## src/rtl/aco_pkg.sv

```systemverilog
package aco_pkg;

  localparam int COMP_BITS_DEF = 8;
  localparam int SQ_STEPS      = 32;
  localparam int REM_W         = 35;
  localparam int RAD_W         = 64;
  localparam int CFG_IDX_W     = 4;
  localparam logic [16:0] ONE_Q16 = 17'd65536;

  typedef enum logic [CFG_IDX_W-1:0] {
    REG_CENTRE_X   = 4'd0,
    REG_CENTRE_Y   = 4'd1,
    REG_RADIUS     = 4'd2,
    REG_X_SCALE    = 4'd3,
    REG_Y_SCALE    = 4'd4,
    REG_COLOUR     = 4'd5,
    REG_BASE_ALPHA = 4'd6,
    REG_COMP_COUNT = 4'd7
  } cfg_reg_e;

  typedef struct packed {
    logic signed [15:0] pix_x;
    logic signed [15:0] pix_y;
    logic               src_valid;
    logic [7:0]         src_comp0;
    logic [7:0]         src_comp1;
    logic [7:0]         src_comp2;
    logic [7:0]         src_comp3;
  } in_item_t;

  typedef struct packed {
    logic [7:0] out_comp0;
    logic [7:0] out_comp1;
    logic [7:0] out_comp2;
    logic [7:0] out_comp3;
  } out_item_t;

  // one slot of the square-root chain
  typedef struct packed {
    logic             vld;
    logic             far;
    in_item_t         pix;
    logic [RAD_W-1:0] v;
    logic [REM_W-1:0] rem;
    logic [31:0]      root;
  } sq_slot_t;

endpackage

```

## src/rtl/aco_sqrt_cell.sv

```systemverilog
module aco_sqrt_cell (
  input  logic              clk,
  input  logic              rst_n,
  input  logic              en,
  input  aco_pkg::sq_slot_t slot_i,
  output aco_pkg::sq_slot_t slot_o
);
  import aco_pkg::*;

  sq_slot_t         slot_r;
  sq_slot_t         slot_nxt;
  logic [REM_W-1:0] rem_sh;
  logic [REM_W-1:0] trial;

  always_comb begin
    rem_sh   = {slot_i.rem[REM_W-3:0], slot_i.v[RAD_W-1 -: 2]};
    trial    = {1'b0, slot_i.root, 2'b01};
    slot_nxt = slot_i;
    slot_nxt.v = {slot_i.v[RAD_W-3:0], 2'b00};
    if (rem_sh >= trial) begin
      slot_nxt.rem  = rem_sh - trial;
      slot_nxt.root = {slot_i.root[30:0], 1'b1};
    end else begin
      slot_nxt.rem  = rem_sh;
      slot_nxt.root = {slot_i.root[30:0], 1'b0};
    end
  end

  always_ff @(posedge clk) begin
    if (!rst_n) begin
      slot_r.vld <= 1'b0;
    end else if (en) begin
      slot_r <= slot_nxt;
    end
  end

  assign slot_o = slot_r;

endmodule

```

## config.mk

```make
export PLATFORM = sky130hd
export DESIGN_NAME = aco_sqrt_cell
export DESIGN_NICKNAME = d
export VERILOG_FILES = /design/src/rtl/aco_pkg.sv /design/src/rtl/aco_sqrt_cell.sv
export SDC_FILE = /design/constraint.sdc
export NUM_CORES = 1
export LEC_CHECK = 0
export ABC_AREA = 1
export BUFFER_PORTS_ARGS = -buffer_cell sky130_fd_sc_hd__buf_2
export CAP_MARGIN = 0
export CORE_AREA = 2 2 194 196
export DETAILED_ROUTE_END_ITERATION = 12
export DIE_AREA = 0 0 196 198
export PLACE_DENSITY_LB_ADDON = 0.12
export SLEW_MARGIN = 5
export SYNTH_ARGS = -nofsm -noshare
export SYNTH_HDL_FRONTEND = slang
export SYNTH_SLANG_ARGS = --single-unit
```

## constraint.sdc

```tcl
create_clock -name clk -period 7.48 [get_ports clk]
set_input_delay 0.748 -clock clk [delete_from_list [all_inputs] [get_ports clk]]
set_output_delay 0.748 -clock clk [all_outputs]
set_load 0.02 [all_outputs]
```

==> metrics list <==
- Part of the power in the clock network: 33.8%
* Die Footprint: 38810 sq um
- Clock latency on the worst-skew pair, taken at its later pin, is 0.44 ns.
- Per-cell via count in the routed design: 4.089
* Max reg flops: 196
* Unrepaired setup endpoints after global routing: no
* Fraction of power consumed by sequential logic: 47.3%
- Across the run, the number of max-cap violations was 0.
- Number of buffers created by CTS: 17
- Number of instances resized during post-cts repair: 0
* Endpoint required time on the critical path: 7.68 ns
* Fmax: 361.4 MHz
- Net switching is 29.26% of the power.
- CTS tree: built
- Once placement finished, the instance area stood at 11540 sq um.
- In the routed design, unresolved DRC markers number 0.
* Path class of the lowest-slack min-delay path: input port to flip-flop
- Largest area contributor in the netlist: sky130_fd_sc_hd__edfxtp_1
- The average instance in the mapped netlist occupies 10.48 sq um.
* Post CTS Setup Buffer Count: 0
- At the pin with the least slew margin, the transition time is 1.126 ns.
- After routing, the total negative slack on setup checks comes to 0 ns.
* Num ports: 399
- Worst vdd ir: 0.1605 mV
* Routability congestion estimate: 0.8520
* Cell-internal power: 1.978 mW
* Leakage component of the power: 5.763 nW
- Max-slew violation count: 0
- Headroom to the max-slew limit came out at 24.96%.
* Post-CTS clock slew at the launch and capture registers of the worst setup and hold paths: 0.07 ns
- The worst setup path is captured at a flip-flop.
- The synthesized design devotes to its leading area cell type 64.84% of total area.
- WL per Instance: 17.43 microns
- Yosys attributes the largest share of cell area to sky130_fd_sc_hd__edfxtp_1 65%, sky130_fd_sc_hd__nand2_1 13%, sky130_fd_sc_hd__inv_1 5.2%.
- After detailed routing, the total wire length is 30630 microns.
- Routing usage on met2: 28.87%
* Fraction of final layout cells with drive strength greater than 1: 34.40%
* 1st-iter DRT viols: 362
- The floorplan step set the die width to 196 microns.
* Number of instances in the synthesized netlist: 862
* Dominant synthesized flop cell: sky130_fd_sc_hd__edfxtp_1
* Endpoints failing hold: 0
- For this run, the post-layout net count is 1504.
* Maximum number of pins on one net before global-route repair: 107
- The via count of the first global-routing pass is 7165.
- Effective utilization at floorplan: 24.44%
- Clock tree synthesis selected as its root buffer the cell sky130_fd_sc_hd__clkbuf_16.
- Number of nets still failing antenna checks after routing: 0
* Post-detail-place hpwl: 24540 microns
* Count of flip-flops with a built-in enable after synthesis: 195
- Flop and latch count out of synthesis: 196
- Of the synthesized area, sequential elements account for 65.06%.
- Core box area: 36960 sq um
- Sequential cell area: 5876 sq um
- From synthesis to final layout, the design area changed by 34.18%.
- Setup violations remaining at the end of the flow were counted as 0.
* Total area of multi-input combinational cells: 2586 sq um
- The run finished with clean final reports.
- The setup path with the least slack is of type input port to flip-flop.
* Std-Cell Rows: 71
- Of all nets on the critical path, the largest fanout is 37.
* Number of hold buffers added after cts: 0
- For met1 alone, demand over resource in global routing was 17.30%.
- Global-route usage over all layers: 15.55%
* Cell area after layout: 12120 sq um
- Total clock sinks: 196
- Count of input and output buffers: 394
* Total standard cell area after synthesis: 9031 sq um
- H-tree depth reported by CTS: 4
- The number of antenna violations at the first check in global routing was 6.
- Warnings from Yosys: 0
- Async set-reset flop share out of synthesis: 0%
* Kind of launch point of the worst setup path: input port
- Global route hottest layer: met2
- Die height: 198 microns
- The share of total power dissipated in combinational logic is 18.9%.
- Most used standard cell by instance count after synthesis: sky130_fd_sc_hd__nand2_1
- Number of iterations in the first detailed-routing pass: 4
- Worst setup skew after layout: 0 ns
- The clock passes through at most 2 buffers.
* Cell Pwr Density: 230.8 nW/um^2
* Worst Path Arrival: 2.97 ns
- Counting distinct cell types in the post-synthesis netlist gives 30.
* Minimum clock period after layout: 2.767 ns
* Filler Cells Inserted: 3932
- For this design the total switching power over the nets is 0.8183 mW.
* Top post-synthesis cells by count: 307 x sky130_fd_sc_hd__nand2_1, 195 x sky130_fd_sc_hd__edfxtp_1, 125 x sky130_fd_sc_hd__inv_1, 58 x sky130_fd_sc_hd__nor2_1, 34 x sky130_fd_sc_hd__ha_1
- Vias after detailed routing: 7185
* First-pass GRT wire length: 44390 microns
- Final period utilization: 36.99%
* Total global routing overflow: 0
- GRT met3 Usage: 4.735%
metrics by stage:
step	std cells	util, %	setup slack (ns)	power (mW)	hold WS [ns]
3_3_place_gp	1724	31.23	4.124	1.887	0.5275
2_1_floorplan	863	-	2.406	1.679	0.6055
5_1_grt	1756	32.78	4.437	2.928	0.4432
4_1_cts	1756	32.78	4.591	2.843	0.4445
6_report	1757	32.79	4.713	2.796	0.4737
3_5_place_dp	1724	31.23	4.107	1.888	0.5351
cell usage in the layout, fill, tap and decap left out, types with 4 or more instances in the layout:
cell,netlist,final
sky130_fd_sc_hd__o21ai_0,7,7
sky130_fd_sc_hd__edfxtp_1,195,195
sky130_fd_sc_hd__inv_1,125,124
sky130_fd_sc_hd__nand4_1,4,4
sky130_fd_sc_hd__inv_2,5,5
sky130_fd_sc_hd__nand3_1,33,33
sky130_fd_sc_hd__xor2_1,16,16
sky130_fd_sc_hd__buf_2,0,394
sky130_fd_sc_hd__ha_1,34,34
sky130_fd_sc_hd__nor3_1,9,9
sky130_fd_sc_hd__inv_6,0,6
sky130_fd_sc_hd__nand2_1,307,307
sky130_fd_sc_hd__nand3b_1,10,10
sky130_fd_sc_hd__nor2_1,58,58
sky130_fd_sc_hd__a21oi_1,26,26
sky130_fd_sc_hd__clkbuf_16,0,17
final timing paths:
path	start	endpoint	slack [ns]	cells past startpoint
max reg2reg	slot_o[197]	slot_o[197]	6.83	2
max	slot_i[16]	slot_o[60]	4.71	14
min	slot_i[80]	slot_o[82]	0.47	1
min reg2reg	slot_o[197]	slot_o[197]	0.56	2
layout make-up:
cell class / count / area share, %
Sequential cell: 196 / 48.49
Multi-Input combinational cell: 527 / 21.34
Tap cell: 474 / 4.894
Inverter: 132 / 4.171
Clock inverter: 12 / 1.146
Timing Repair Buffer: 395 / 16.33
Antenna cell: 1 / 0.02065
Clock buffer: 20 / 3.604
worst max-delay path, cell delays in order:
cell                      delay [ns]
sky130_fd_sc_hd__buf_2          0.14
sky130_fd_sc_hd__inv_1          0.09
sky130_fd_sc_hd__ha_1           0.35
sky130_fd_sc_hd__nand2_1        0.09
sky130_fd_sc_hd__inv_1          0.08
sky130_fd_sc_hd__nand2_1        0.10
sky130_fd_sc_hd__nor2_2         0.14
sky130_fd_sc_hd__nand4_1        0.12
sky130_fd_sc_hd__nand3_2        0.16
sky130_fd_sc_hd__nand3_2        0.10
sky130_fd_sc_hd__nand2_4        0.37
sky130_fd_sc_hd__inv_4          0.27
sky130_fd_sc_hd__nand2_1        0.14
sky130_fd_sc_hd__nand2_1        0.06
routing by layer:
| layer | wire length (microns) | part of all wire, % |
|---|---|---|
| met1 | 12170 | 40 |
| met5 | 63 | 0.21 |
| met3 | 2140 | 7.0 |
| met2 | 15900 | 52 |
| met4 | 361 | 1.2 |
power by group through the flow:
| stage | clock network (mW) | logic [mW] | registers, mW |
|---|---|---|---|
| global route | 1.01 | 0.588 | 1.33 |
| CTS | 0.977 | 0.543 | 1.32 |
| floorplan | 0 | 0.216 | 1.46 |
| detailed placement | 0 | 0.541 | 1.35 |
| global placement | 0 | 0.540 | 1.35 |
| finish | 0.945 | 0.529 | 1.32 |
kinds of logic (layout without fill, tap and decap cells):
group	count (synthesis)	after routing	synth area share, %
buffers and inverters	140	559	6.345
flip-flops	196	196	65.06
XOR/XNOR	18	18	1.746
adder cells (fa/ha/maj)	34	34	4.710
other	1	3	0.04152
AND/OR/NAND/NOR	431	431	19.52
AO/OA/AOI/OAI	42	42	2.577
Note: power is estimated with default switching activity, not from simulation.
