===== src/rtl/aco_pkg.sv =====
package aco_pkg;

  localparam int COMP_BITS_DEF = 8;
  localparam int SQ_STEPS      = 32;
  localparam int REM_W         = 35;
  localparam int RAD_W         = 64;
  localparam int CFG_IDX_W     = 4;
  localparam logic [16:0] ONE_Q16 = 17'd65536;

  typedef enum logic [CFG_IDX_W-1:0] {
    REG_CENTRE_X   = 4'd0,
    REG_CENTRE_Y   = 4'd1,
    REG_RADIUS     = 4'd2,
    REG_X_SCALE    = 4'd3,
    REG_Y_SCALE    = 4'd4,
    REG_COLOUR     = 4'd5,
    REG_BASE_ALPHA = 4'd6,
    REG_COMP_COUNT = 4'd7
  } cfg_reg_e;

  typedef struct packed {
    logic signed [15:0] pix_x;
    logic signed [15:0] pix_y;
    logic               src_valid;
    logic [7:0]         src_comp0;
    logic [7:0]         src_comp1;
    logic [7:0]         src_comp2;
    logic [7:0]         src_comp3;
  } in_item_t;

  typedef struct packed {
    logic [7:0] out_comp0;
    logic [7:0] out_comp1;
    logic [7:0] out_comp2;
    logic [7:0] out_comp3;
  } out_item_t;

  // one slot of the square-root chain
  typedef struct packed {
    logic             vld;
    logic             far;
    in_item_t         pix;
    logic [RAD_W-1:0] v;
    logic [REM_W-1:0] rem;
    logic [31:0]      root;
  } sq_slot_t;

endpackage


===== src/rtl/aco_blend.sv =====
module aco_blend #(
  parameter int COMP_BITS = aco_pkg::COMP_BITS_DEF
) (
  input  aco_pkg::in_item_t  pix,
  input  logic [16:0]        alpha,
  input  logic [31:0]        colour_pixel,
  input  logic [2:0]         comp_count,
  output aco_pkg::out_item_t res
);
  import aco_pkg::*;

  localparam int EXT_W = 32 + 4 * COMP_BITS;
  localparam int PW    = COMP_BITS + 19;

  logic [EXT_W-1:0] ext;
  logic [7:0]       src [4];
  logic [7:0]       blended [4];
  logic [2:0]       n;

  assign ext = {{(EXT_W-32){1'b0}}, colour_pixel};
  assign n   = (comp_count > 3'd4) ? 3'd4 : comp_count;
  assign src[0] = pix.src_comp0;
  assign src[1] = pix.src_comp1;
  assign src[2] = pix.src_comp2;
  assign src[3] = pix.src_comp3;

  for (genvar c = 0; c < 4; c++) begin : g_comp
    logic [COMP_BITS-1:0]       col;
    logic [COMP_BITS-1:0]       s;
    logic signed [COMP_BITS:0]  diff;
    logic signed [PW-1:0]       prod;
    logic signed [PW-1:0]       sum;

    always_comb begin
      col  = ext[c*COMP_BITS +: COMP_BITS];
      s    = pix.src_valid ? COMP_BITS'(src[c]) : '0;
      diff = $signed({1'b0, col}) - $signed({1'b0, s});
      prod = PW'(diff) * $signed(PW'({1'b0, alpha}));
      sum  = $signed(PW'({1'b0, s})) + (prod >>> 16);
      blended[c] = (3'(c) < n) ? sum[7:0] : 8'd0;
    end
  end

  assign res = '{out_comp0: blended[0], out_comp1: blended[1],
                 out_comp2: blended[2], out_comp3: blended[3]};

endmodule


===== config.mk =====
export PLATFORM = sky130hd
export DESIGN_NAME = aco_blend
export DESIGN_NICKNAME = d
export VERILOG_FILES = /design/src/rtl/aco_pkg.sv /design/src/rtl/aco_blend.sv
export SDC_FILE = /design/constraint.sdc
export NUM_CORES = 1
export LEC_CHECK = 0
export BUFFER_PORTS_ARGS = -buffer_cell sky130_fd_sc_hd__buf_2
export CORE_MARGIN = 5
export CORE_UTILIZATION = 50
export DETAILED_ROUTE_END_ITERATION = 12
export PLACE_DENSITY = 0.68
export SYNTH_ARGS = -nofsm -noshare
export SYNTH_HDL_FRONTEND = slang
export SYNTH_SLANG_ARGS = --single-unit

===== constraint.sdc =====
create_clock -name vclk -period 30.8
set_clock_uncertainty 0.1 [all_clocks]
set_input_delay 4.62 -clock vclk [all_inputs]
set_output_delay 4.62 -clock vclk [all_outputs]
set_load 0.02 [all_outputs]

==> results.md, run 1 <==
- Outcome: finished, final reports clean
- Die area: 44300 um^2
- Remaining DRCs: 0
- Slew Limit Fails: 0
- Most common cell after layout, fill and taps aside: fa_1
- Nets: 3120
- CP Capture Type: output port
- Mapped cell area: a little over 20000 um^2
- Setup bufs post-CTS: 0
- Final Hold Fails: 0
- Share of post-route cells with drive strength above 1: 7.79%
- Unique cell type count in the Yosys netlist: between 40 and 50
- Fmax: 0.0537 GHz
- Most frequent cells in the layout: fa_1, inv_1, and2_1
- Worst setup SP type: input pin
- Register area: 0 um^2
- Rows: 73
- Initial DRC count: about 570
- Max Cap Viol: 0
- DP Wirelength: 36800 um
- P&R area growth vs syn: 6.05%
- Type of the most critical hold path: input pin to output port
- Worst hold path depth: 3
- Wire per inst: between 15 and 20 um
- Crit path DAT: 13890 ps
- Critical path type: input pin to output port
- Slew Limit Headroom: approximately a third
- Clock buffer count: 0
- Die height: about 210 um
- Final min period: between 15000 and 20000 ps
- Met3 wire length: slightly above 2000 um
- GRT Overall Usage: between 20% and 30%
- Max Used Layer: met5
- M1 WL: 20500 um
- Overall routed net length: between 40000 and 50000 um
- Worst slew pin tran: ~1000 ps
- Largest net degree at the start of global routing: 37
- Worst Hold End: res[1]
- I/O pins: around 150
- Global-route wire length before repair: roughly 84000 um
- Setup TNS: 0 ps
- Via-to-Cell Ratio: approximately 5.4
- DRT Pass-1 Iters: 7
- Core area: 39700 um^2
- Gate Count Post-Synth: approximately 2200
- Crit Path Max Fanout: 32
- Initial antenna violation count: 2
- Max incr delay on CP: 580 ps
- Unrepaired setup endpoints after global routing: no
- Slowest cell on the critical path: buf_2
- DR WL met2: between 20000 and 30000 um
- Vias: about 15000
- Post-CTS sizing: 0
- Port Buffers: 117
- Hold_buf cts: 0
- Synth warnings: 0
- Initial Util: about 51%
- Post-synthesis sequential area ratio: 0%
- Die Span X: about 210 um
- Vias in the first global route: around 17000
- FF+latch count: 0
- Antenna diode count: 0
- Average footprint of a synthesized cell: 9.00 um^2
- Setup violators final: 0
- Synth Net Count: slightly above 3000
- Hold path start: comp_count[2]
- Tcrit/Tclk final: 60.4%
- Final Wtd Congestion: 0.855
- Gr ovfl total: 0
- Antenna-violating nets left: 0
- WP data required: about 26000 ps
[Yosys cell counts (3+ instances only)]
library cell | n | area (um^2)
a2111oi_0 | 4 | 35.0
a211o_1 | 5 | 43.8
a211oi_1 | 5 | 37.5
a21o_1 | 36 | 270
a21oi_1 | 56 | 280
a31oi_1 | 6 | 37.5
and2_1 | 299 | 1870
and3_1 | 4 | 25.0
clkbuf_1 | 95 | 357
fa_1 | 428 | 8570
ha_1 | 276 | 3450
inv_1 | 345 | 1290
nand2_1 | 175 | 657
nand2b_1 | 138 | 863
nand3_1 | 5 | 25.0
nand3b_1 | 3 | 22.5
nand4_1 | 10 | 62.6
nand4b_1 | 3 | 26.3
nor2_1 | 99 | 372
nor2b_1 | 26 | 163
nor3_1 | 14 | 70.1
nor3b_1 | 3 | 22.5
nor4_1 | 5 | 31.3
o211ai_1 | 3 | 22.5
o21a_1 | 13 | 97.6
o21ai_0 | 37 | 185
o22ai_1 | 4 | 25.0
o31ai_1 | 3 | 22.5
o41ai_1 | 3 | 26.3
or2_2 | 14 | 87.6
or3_1 | 8 | 50.1
xnor2_1 | 59 | 517
xor2_1 | 31 | 272
[worst max path at each step]
stage,endpoint,slack (ps),startpoint
final,res[23],12190,pix[32]
after global routing,res[23],11470,pix[32]
after CTS,res[15],12150,pix[32]
after detailed placement,res[23],12210,pix[32]
after global placement,res[7],12320,pix[32]
after floorplan,res[15],13040,pix[32]
[kinds of logic (layout without fill, tap and decap cells)]
logic type / count (synthesis) / in the layout / synth area share [%]
buf+inv: 440 / 502 / 8.21
xor+xnor: 91 / 91 / 4.04
simple gates: 811 / 811 / 21.9
compound gates: 187 / 187 / 5.98
fa+ha+maj: 704 / 704 / 59.8
mux: 2 / 2 / 0.0995
[critical path, delay by kind of cell]
kind / cells / cell delay (ps)
adder cells (fa/ha/maj): 8 / 3380
buffers and inverters: 6 / 1190
AND/OR/NAND/NOR: 8 / 1550
XOR/XNOR: 3 / 460
AO/OA/AOI/OAI: 13 / 2650
[per-stage QoR]
| stage | instance area (um^2) | hold WS, ps | cells | util [%] | worst slack [ps] |
|---|---|---|---|---|---|
| floorplan | 20100 | 9480 | 2235 | - | 13040 |
| global placement | 21300 | 9650 | 2822 | 53.7 | 12320 |
| detailed placement | 21300 | 9650 | 2822 | 53.7 | 12210 |
| CTS | 21300 | 9650 | 2822 | 53.7 | 12150 |
| global route | 21300 | 9670 | 2822 | 53.7 | 11470 |
| finish | 21300 | 9650 | 2822 | 53.7 | 12190 |
[layout make-up]
class | instances | area, um^2
inverter | 345 | 1290
fill | 3712 | 18400
tap | 525 | 657
timing repair buffer | 157 | 886
multi-input combinational | 1795 | 18500
[metal layers]
metal / global-route usage, % / vias to the layer above
li1: - / 7015
met1: 30.2 / 7879
met2: 41.3 / 331
met3: 1.47 / 77
met4: 5.25 / 4
met5: 0 / -
Power of run 1 is left out: the tool's default activity adds up to more than one toggle a clock period on the data nets, which glitch-free logic cannot reach.
==> run 2: changes to the inputs <==
--- a/config.mk
+++ b/config.mk
@@ -5,6 +5,7 @@
 export SDC_FILE = /design/constraint.sdc
 export NUM_CORES = 1
 export LEC_CHECK = 0
+export ABC_AREA = 1
 export BUFFER_PORTS_ARGS = -buffer_cell sky130_fd_sc_hd__buf_2
 export CORE_MARGIN = 5
 export CORE_UTILIZATION = 50
==> constraint.sdc (replaced) <==
create_clock -name vclk -period 19.1
set_clock_uncertainty 0.1 [all_clocks]
set_input_delay 2.865 -clock vclk [all_inputs]
set_output_delay 2.865 -clock vclk [all_outputs]
set_load 0.02 [all_outputs]
==> results.md, run 2 <==
- Via-to-Cell Ratio: 5.41 (-0.24%)
- Fmax: ~0.07 GHz
- Critical path type: input pin to output port
- Area leader, netlist: fa_1
- Most frequent cells in the layout: nand2_1, inv_1, nor2_1
- Rows: 75 (+2.7%)
- Final Wtd Congestion: 0.921 (+7.7%)
- GRT Overall Usage: 25.6% (+2.8 points)
- Crit-path most repeated cell: nand2_1
- Initial Util: 50.3% (-0.31 points)
- Type of the most critical hold path: input pin to output port
- Most frequent cells after synthesis: nand2_1, inv_1, nor2_1
- P&R area growth vs syn: 4.43%
- Max incr delay on CP: 590 ps (about the same)
- Overall routed net length: 58600 um (+19%)
- Nets: 3673 (+18%)
- Die Span X: 215 um (+2.0%)
- Slew Limit Fails: 0 (unchanged)
- FF+latch count: 0 (unchanged)
- Tcrit/Tclk final: about three quarters
- Worst slew pin tran: 1030 ps (+31.3 ps)
- Hold_buf cts: 0 (unchanged)
- Crit path DAT: 11150 ps (-2740 ps)
- Final Hold Fails: 0 (unchanged)
- Core area: 41700 um^2 (+4.9%)
- Average footprint of a synthesized cell: 7.42 um^2 (-18%)
- Unrepaired setup endpoints after global routing: no
- Worst setup SP type: input pin
- DRT Pass-1 Iters: 6 (-1)
- Gate Count Post-Synth: 2824 (+26%)
- Most common cell after layout, fill and taps aside: nand2_1
- Synth warnings: 0 (unchanged)
- Vias: 18337 (+20%)
- Port Buffers: 117 (unchanged)
- Global-route wire length before repair: 97800 um (+17%)
- Antenna-violating nets left: 0 (unchanged)
- Buffer and inverter count on the worst path: 8 (+2)
- Post-synthesis sequential area ratio: 0% (unchanged)
- Initial DRC count: 1115 (+97%)
- Cell with the most instances after synthesis: nand2_1
- Antenna diode count: 0 (unchanged)
- CP Capture Type: output port
- Initial antenna violation count: 1 (-1)
- Final min period: 14110 ps
- Post-route setup slack: 4990 ps (-7200 ps)
- Max Cap Viol: 0 (unchanged)
- DP Wirelength: 45400 um (+24%)
- WP data required: 16140 ps (-9940 ps)
- Wire per inst: 17.3 um (-0.83%)
- Die height: 215 um (+2.0%)
- Setup violators final: 0 (unchanged)
- Slew Limit Headroom: 31.3% (-2.2 points)
- Gr ovfl total: 0 (unchanged)
- Unique cell type count in the Yosys netlist: 49 (unchanged)
- Post-synth top area share: 40.9% (-1.7 points)
- Critical path's top delay family: adder cells
- Remaining DRCs: 0 (unchanged)
- Synth Net Count: 3645 (+19%)
- Post-CTS sizing: 0 (unchanged)
- Top cells by area, synth: fa_1, ha_1, nand2_1
- Outcome: finished, final reports clean
- Slowest cell on the critical path: buf_2
- Crit Path Max Fanout: 33 (+3.1%)
- Largest net degree at the start of global routing: 34 (-8.1%)
- Share of post-route cells with drive strength above 1: 5.37% (-2.4 points)
- Register area: 0 um^2 (unchanged)
- Pre-CTS WS: 4980 ps (-7230 ps)
- Setup bufs post-CTS: 0 (unchanged)
- Setup TNS: 0 ps (unchanged)
- Clock buffer count: 0 (unchanged)
- I/O pins: 149 (unchanged)
- Vias in the first global route: 19710 (+15%)
- Die area: 46100 um^2 (+4.0%)
- Mapped cell area: 21000 um^2 (+4.2%)
-- run 2: cell count changes in the layout (fill, tap and decap cells not counted), sizes merged, moves of 29 or more --
| cell | change |
|---|---|
| nand2 | +441 |
| a21oi | +62 |
| nor2 | +336 |
| inv | +214 |
| xnor2 | -45 |
| nand2b | -137 |
| nand3 | +67 |
| buf | -29 |
| and2 | -295 |
-- run 2: area by class of cell --
type,instances,area (um^2)
Multi-Input combinational cell,2162,18400
Fill cell,4142,19800
Timing Repair Buffer,128,668
Inverter,560,2100
Tap cell,539,674
-- run 2: path summary, 6_finish.rpt --
kind                          start  endpoint  depth (start not counted)  slack [ps]
worst max-delay path        pix[32]   res[22]                         39        4990
worst min-delay path  comp_count[2]    res[7]                          4        6040
-- run 2: through the flow --
stage	utilization [%]	hold slack (ps)	cells	cell area, um^2
2_1_floorplan	-	5880	2824	21000
3_5_place_dp	52.5	6040	3389	21900
6_report	52.5	6040	3389	21900
5_1_grt	52.5	6070	3389	21900
4_1_cts	52.5	6040	3389	21900
3_3_place_gp	52.5	6030	3389	21900
-- run 2: per-layer routing --
metal / wire (um) / global-route usage [%] / vias up
met2: 28900 / 45.4 / 526
met3: 3350 / 3.01 / 121
met5: 13 / 0 / -
li1: - / - / 8558
met1: 24200 / 33.2 / 9130
met4: 2080 / 7.52 / 2
-- run 2: kinds of logic after synthesis --
family	Yosys count	share of synthesized area [%]
buffers and inverters	662	12.0
adders and majority gates	704	57.4
and+or+nand+nor	1191	22.7
AOI/OAI and AO/OA	219	5.89
xor gates and xnor gates	48	2.04
Power of run 2 is left out for the same reason.
==> run 3: changes to the inputs <==
--- a/config.mk
+++ b/config.mk
@@ -5,7 +5,7 @@
 export SDC_FILE = /design/constraint.sdc
 export NUM_CORES = 1
 export LEC_CHECK = 0
-export ABC_AREA = 1
+export ABC_AREA = 0
 export BUFFER_PORTS_ARGS = -buffer_cell sky130_fd_sc_hd__buf_2
 export CORE_MARGIN = 5
 export CORE_UTILIZATION = 50
==> constraint.sdc (replaced) <==
create_clock -name vclk -period 14.2
set_clock_uncertainty 0.1 [all_clocks]
set_input_delay 2.13 -clock vclk [all_inputs]
set_output_delay 2.13 -clock vclk [all_outputs]
set_load 0.02 [all_outputs]
==> results.md, run 3 (same netlist as run 1, synthesis figures left out) <==
- Outcome: finished, final reports clean
- Wire per inst: 17.8 um (+2.9%)
- Setup TNS: 0 ps (unchanged)
- Critical path's top delay family: adder cells
- Layout Cells excl Fill: 2825 (-17%)
- Max incr delay on CP: 510 ps (-80 ps)
- Gr busiest metal: met2
- Die Span X: 211 um (-1.9%)
- Tcrit/Tclk final: between 90 and 100%
- WP data required: 11970 ps (-4170 ps)
- GRT met3 Usage: 1.40% (-1.6 points)
- Vias: 15319 (-16%)
- Register area: 0 um^2 (unchanged)
- Crit Path Max Fanout: 26 (-21%)
- Fmax: 0.0750 GHz
- Gr ovfl total: 0 (unchanged)
- Post-route setup slack: 865 ps (-4120 ps)
- Final Wtd Congestion: 0.876 (-4.9%)
- GRT Overall Usage: 23.4% (-2.2 points)
- Initial antenna violation count: 0 (-1)
- DP Wirelength: 39000 um (-14%)
- Vias in the first global route: 17023 (-14%)
- Filler Cell Count: 3686 (-11%)
- Initial DRC count: 588 (-47%)
- Largest net degree at the start of global routing: 37 (+8.8%)
- Port Buffers: 117 (unchanged)
- Hold_buf cts: 0 (unchanged)
- Die area: 44300 um^2 (-3.9%)
- Worst setup SP type: input pin
- Worst slew pin tran: 963 ps (-65.9 ps)
- Setup violators final: 0 (unchanged)
- Initial Util: 50.6% (+0.31 points)
- Nets: 3123 (-15%)
- Most frequent cells in the layout: fa_1, inv_1, and2_1
- DRT Pass-1 Iters: 5 (-1)
- I/O pins: 149 (unchanged)
- Area occupied by multi-input gates: 18500 um^2 (+0.14%)
- Share of post-route cells with drive strength above 1: 7.78% (+2.4 points)
- P&R area growth vs syn: 6.06%
- Worst hold path depth: 3 (-1)
- Hold path start: comp_count[2]
- Slowest cell on the critical path: fa_1
- Slew Limit Headroom: 35.3% (+4.0 points)
- Rows: 73 (-2.7%)
- Max Cap Viol: 0 (unchanged)
- FF+latch count: 0 (unchanged)
- Pre-CTS WS: 701 ps (-4280 ps)
- Via-to-Cell Ratio: 5.42 (+0.22%)
- Post-CTS sizing: 0 (unchanged)
- Final min period: about 13000 ps
- Setup bufs post-CTS: 0 (unchanged)
- Type of the most critical hold path: input pin to output port
- Met1 usage: 30.8% (-2.3 points)
- Placed Instances: 2825 (-17%)
- Met2 GRT Util: 43.1% (-2.3 points)
- Overall routed net length: 50300 um (-14%)
- Die height: 211 um (-1.9%)
- Worst Hold End: res[1]
- Buffer and inverter count on the worst path: 5 (-3)
- Slew Limit Fails: 0 (unchanged)
- Antenna-violating nets left: 0 (unchanged)
- Unrepaired setup endpoints after global routing: no
- Most common cell after layout, fill and taps aside: fa_1
- Remaining DRCs: 0 (unchanged)
- Core area: 39700 um^2 (-4.6%)
- Clock buffer count: 0 (unchanged)
- Critical path type: input pin to output port
- CP Capture Type: output port
- Final Hold Fails: 0 (unchanged)
- Global-route wire length before repair: 85500 um (-13%)
- Crit path DAT: 11100 ps (-50 ps)
- Antenna diode count: 0 (unchanged)
## run 3: cell count changes in the layout (fill, tap and decap cells not counted), moves of 26 or more
cell and delta:
nand2_1 -436, xnor2_1 +44, nor2_1 -335, buf_4 +32, nor2b_1 +26, nand3_1 -66
inv_1 -208, and2_1 +295, a21oi_1 -61, nand2b_1 +137
## run 3: tightest hold or removal path, cell delays in order
cell     delay, ps
buf_2          190
nor2b_1        160
buf_2          150
## run 3: worst max path at each step
stage,to,cells past startpoint,from
after global routing,res[23],37,pix[32]
final,res[23],37,pix[32]
after floorplan,res[15],35,pix[32]
after global placement,res[23],37,pix[32]
after detailed placement,res[23],37,pix[32]
after CTS,res[23],37,pix[32]
## run 3: metrics by stage
step / area (um^2) / util (%) / hold slack, ps
4_1_cts: 21300 / 53.7 / 4670
2_1_floorplan: 20100 / - / 4500
5_1_grt: 21300 / 53.7 / 4690
6_report: 21300 / 53.7 / 4650
3_3_place_gp: 21300 / 53.7 / 4660
3_5_place_dp: 21300 / 53.7 / 4660
## run 3: area by class of cell
type	count	share of cell area, %
inverters	345	6.07
multi-input cells	1795	86.6
well taps	525	3.08
repair buffers	160	4.27
## run 3: per-layer routing
layer	routed length, um	share of wire (%)	vias to the layer above
met5	0	0	-
met4	1110	2.2	0
met3	1740	3.5	74
met2	26100	52	296
met1	21300	42	7928
li1	-	-	7021
Power of run 3 is left out for the same reason.
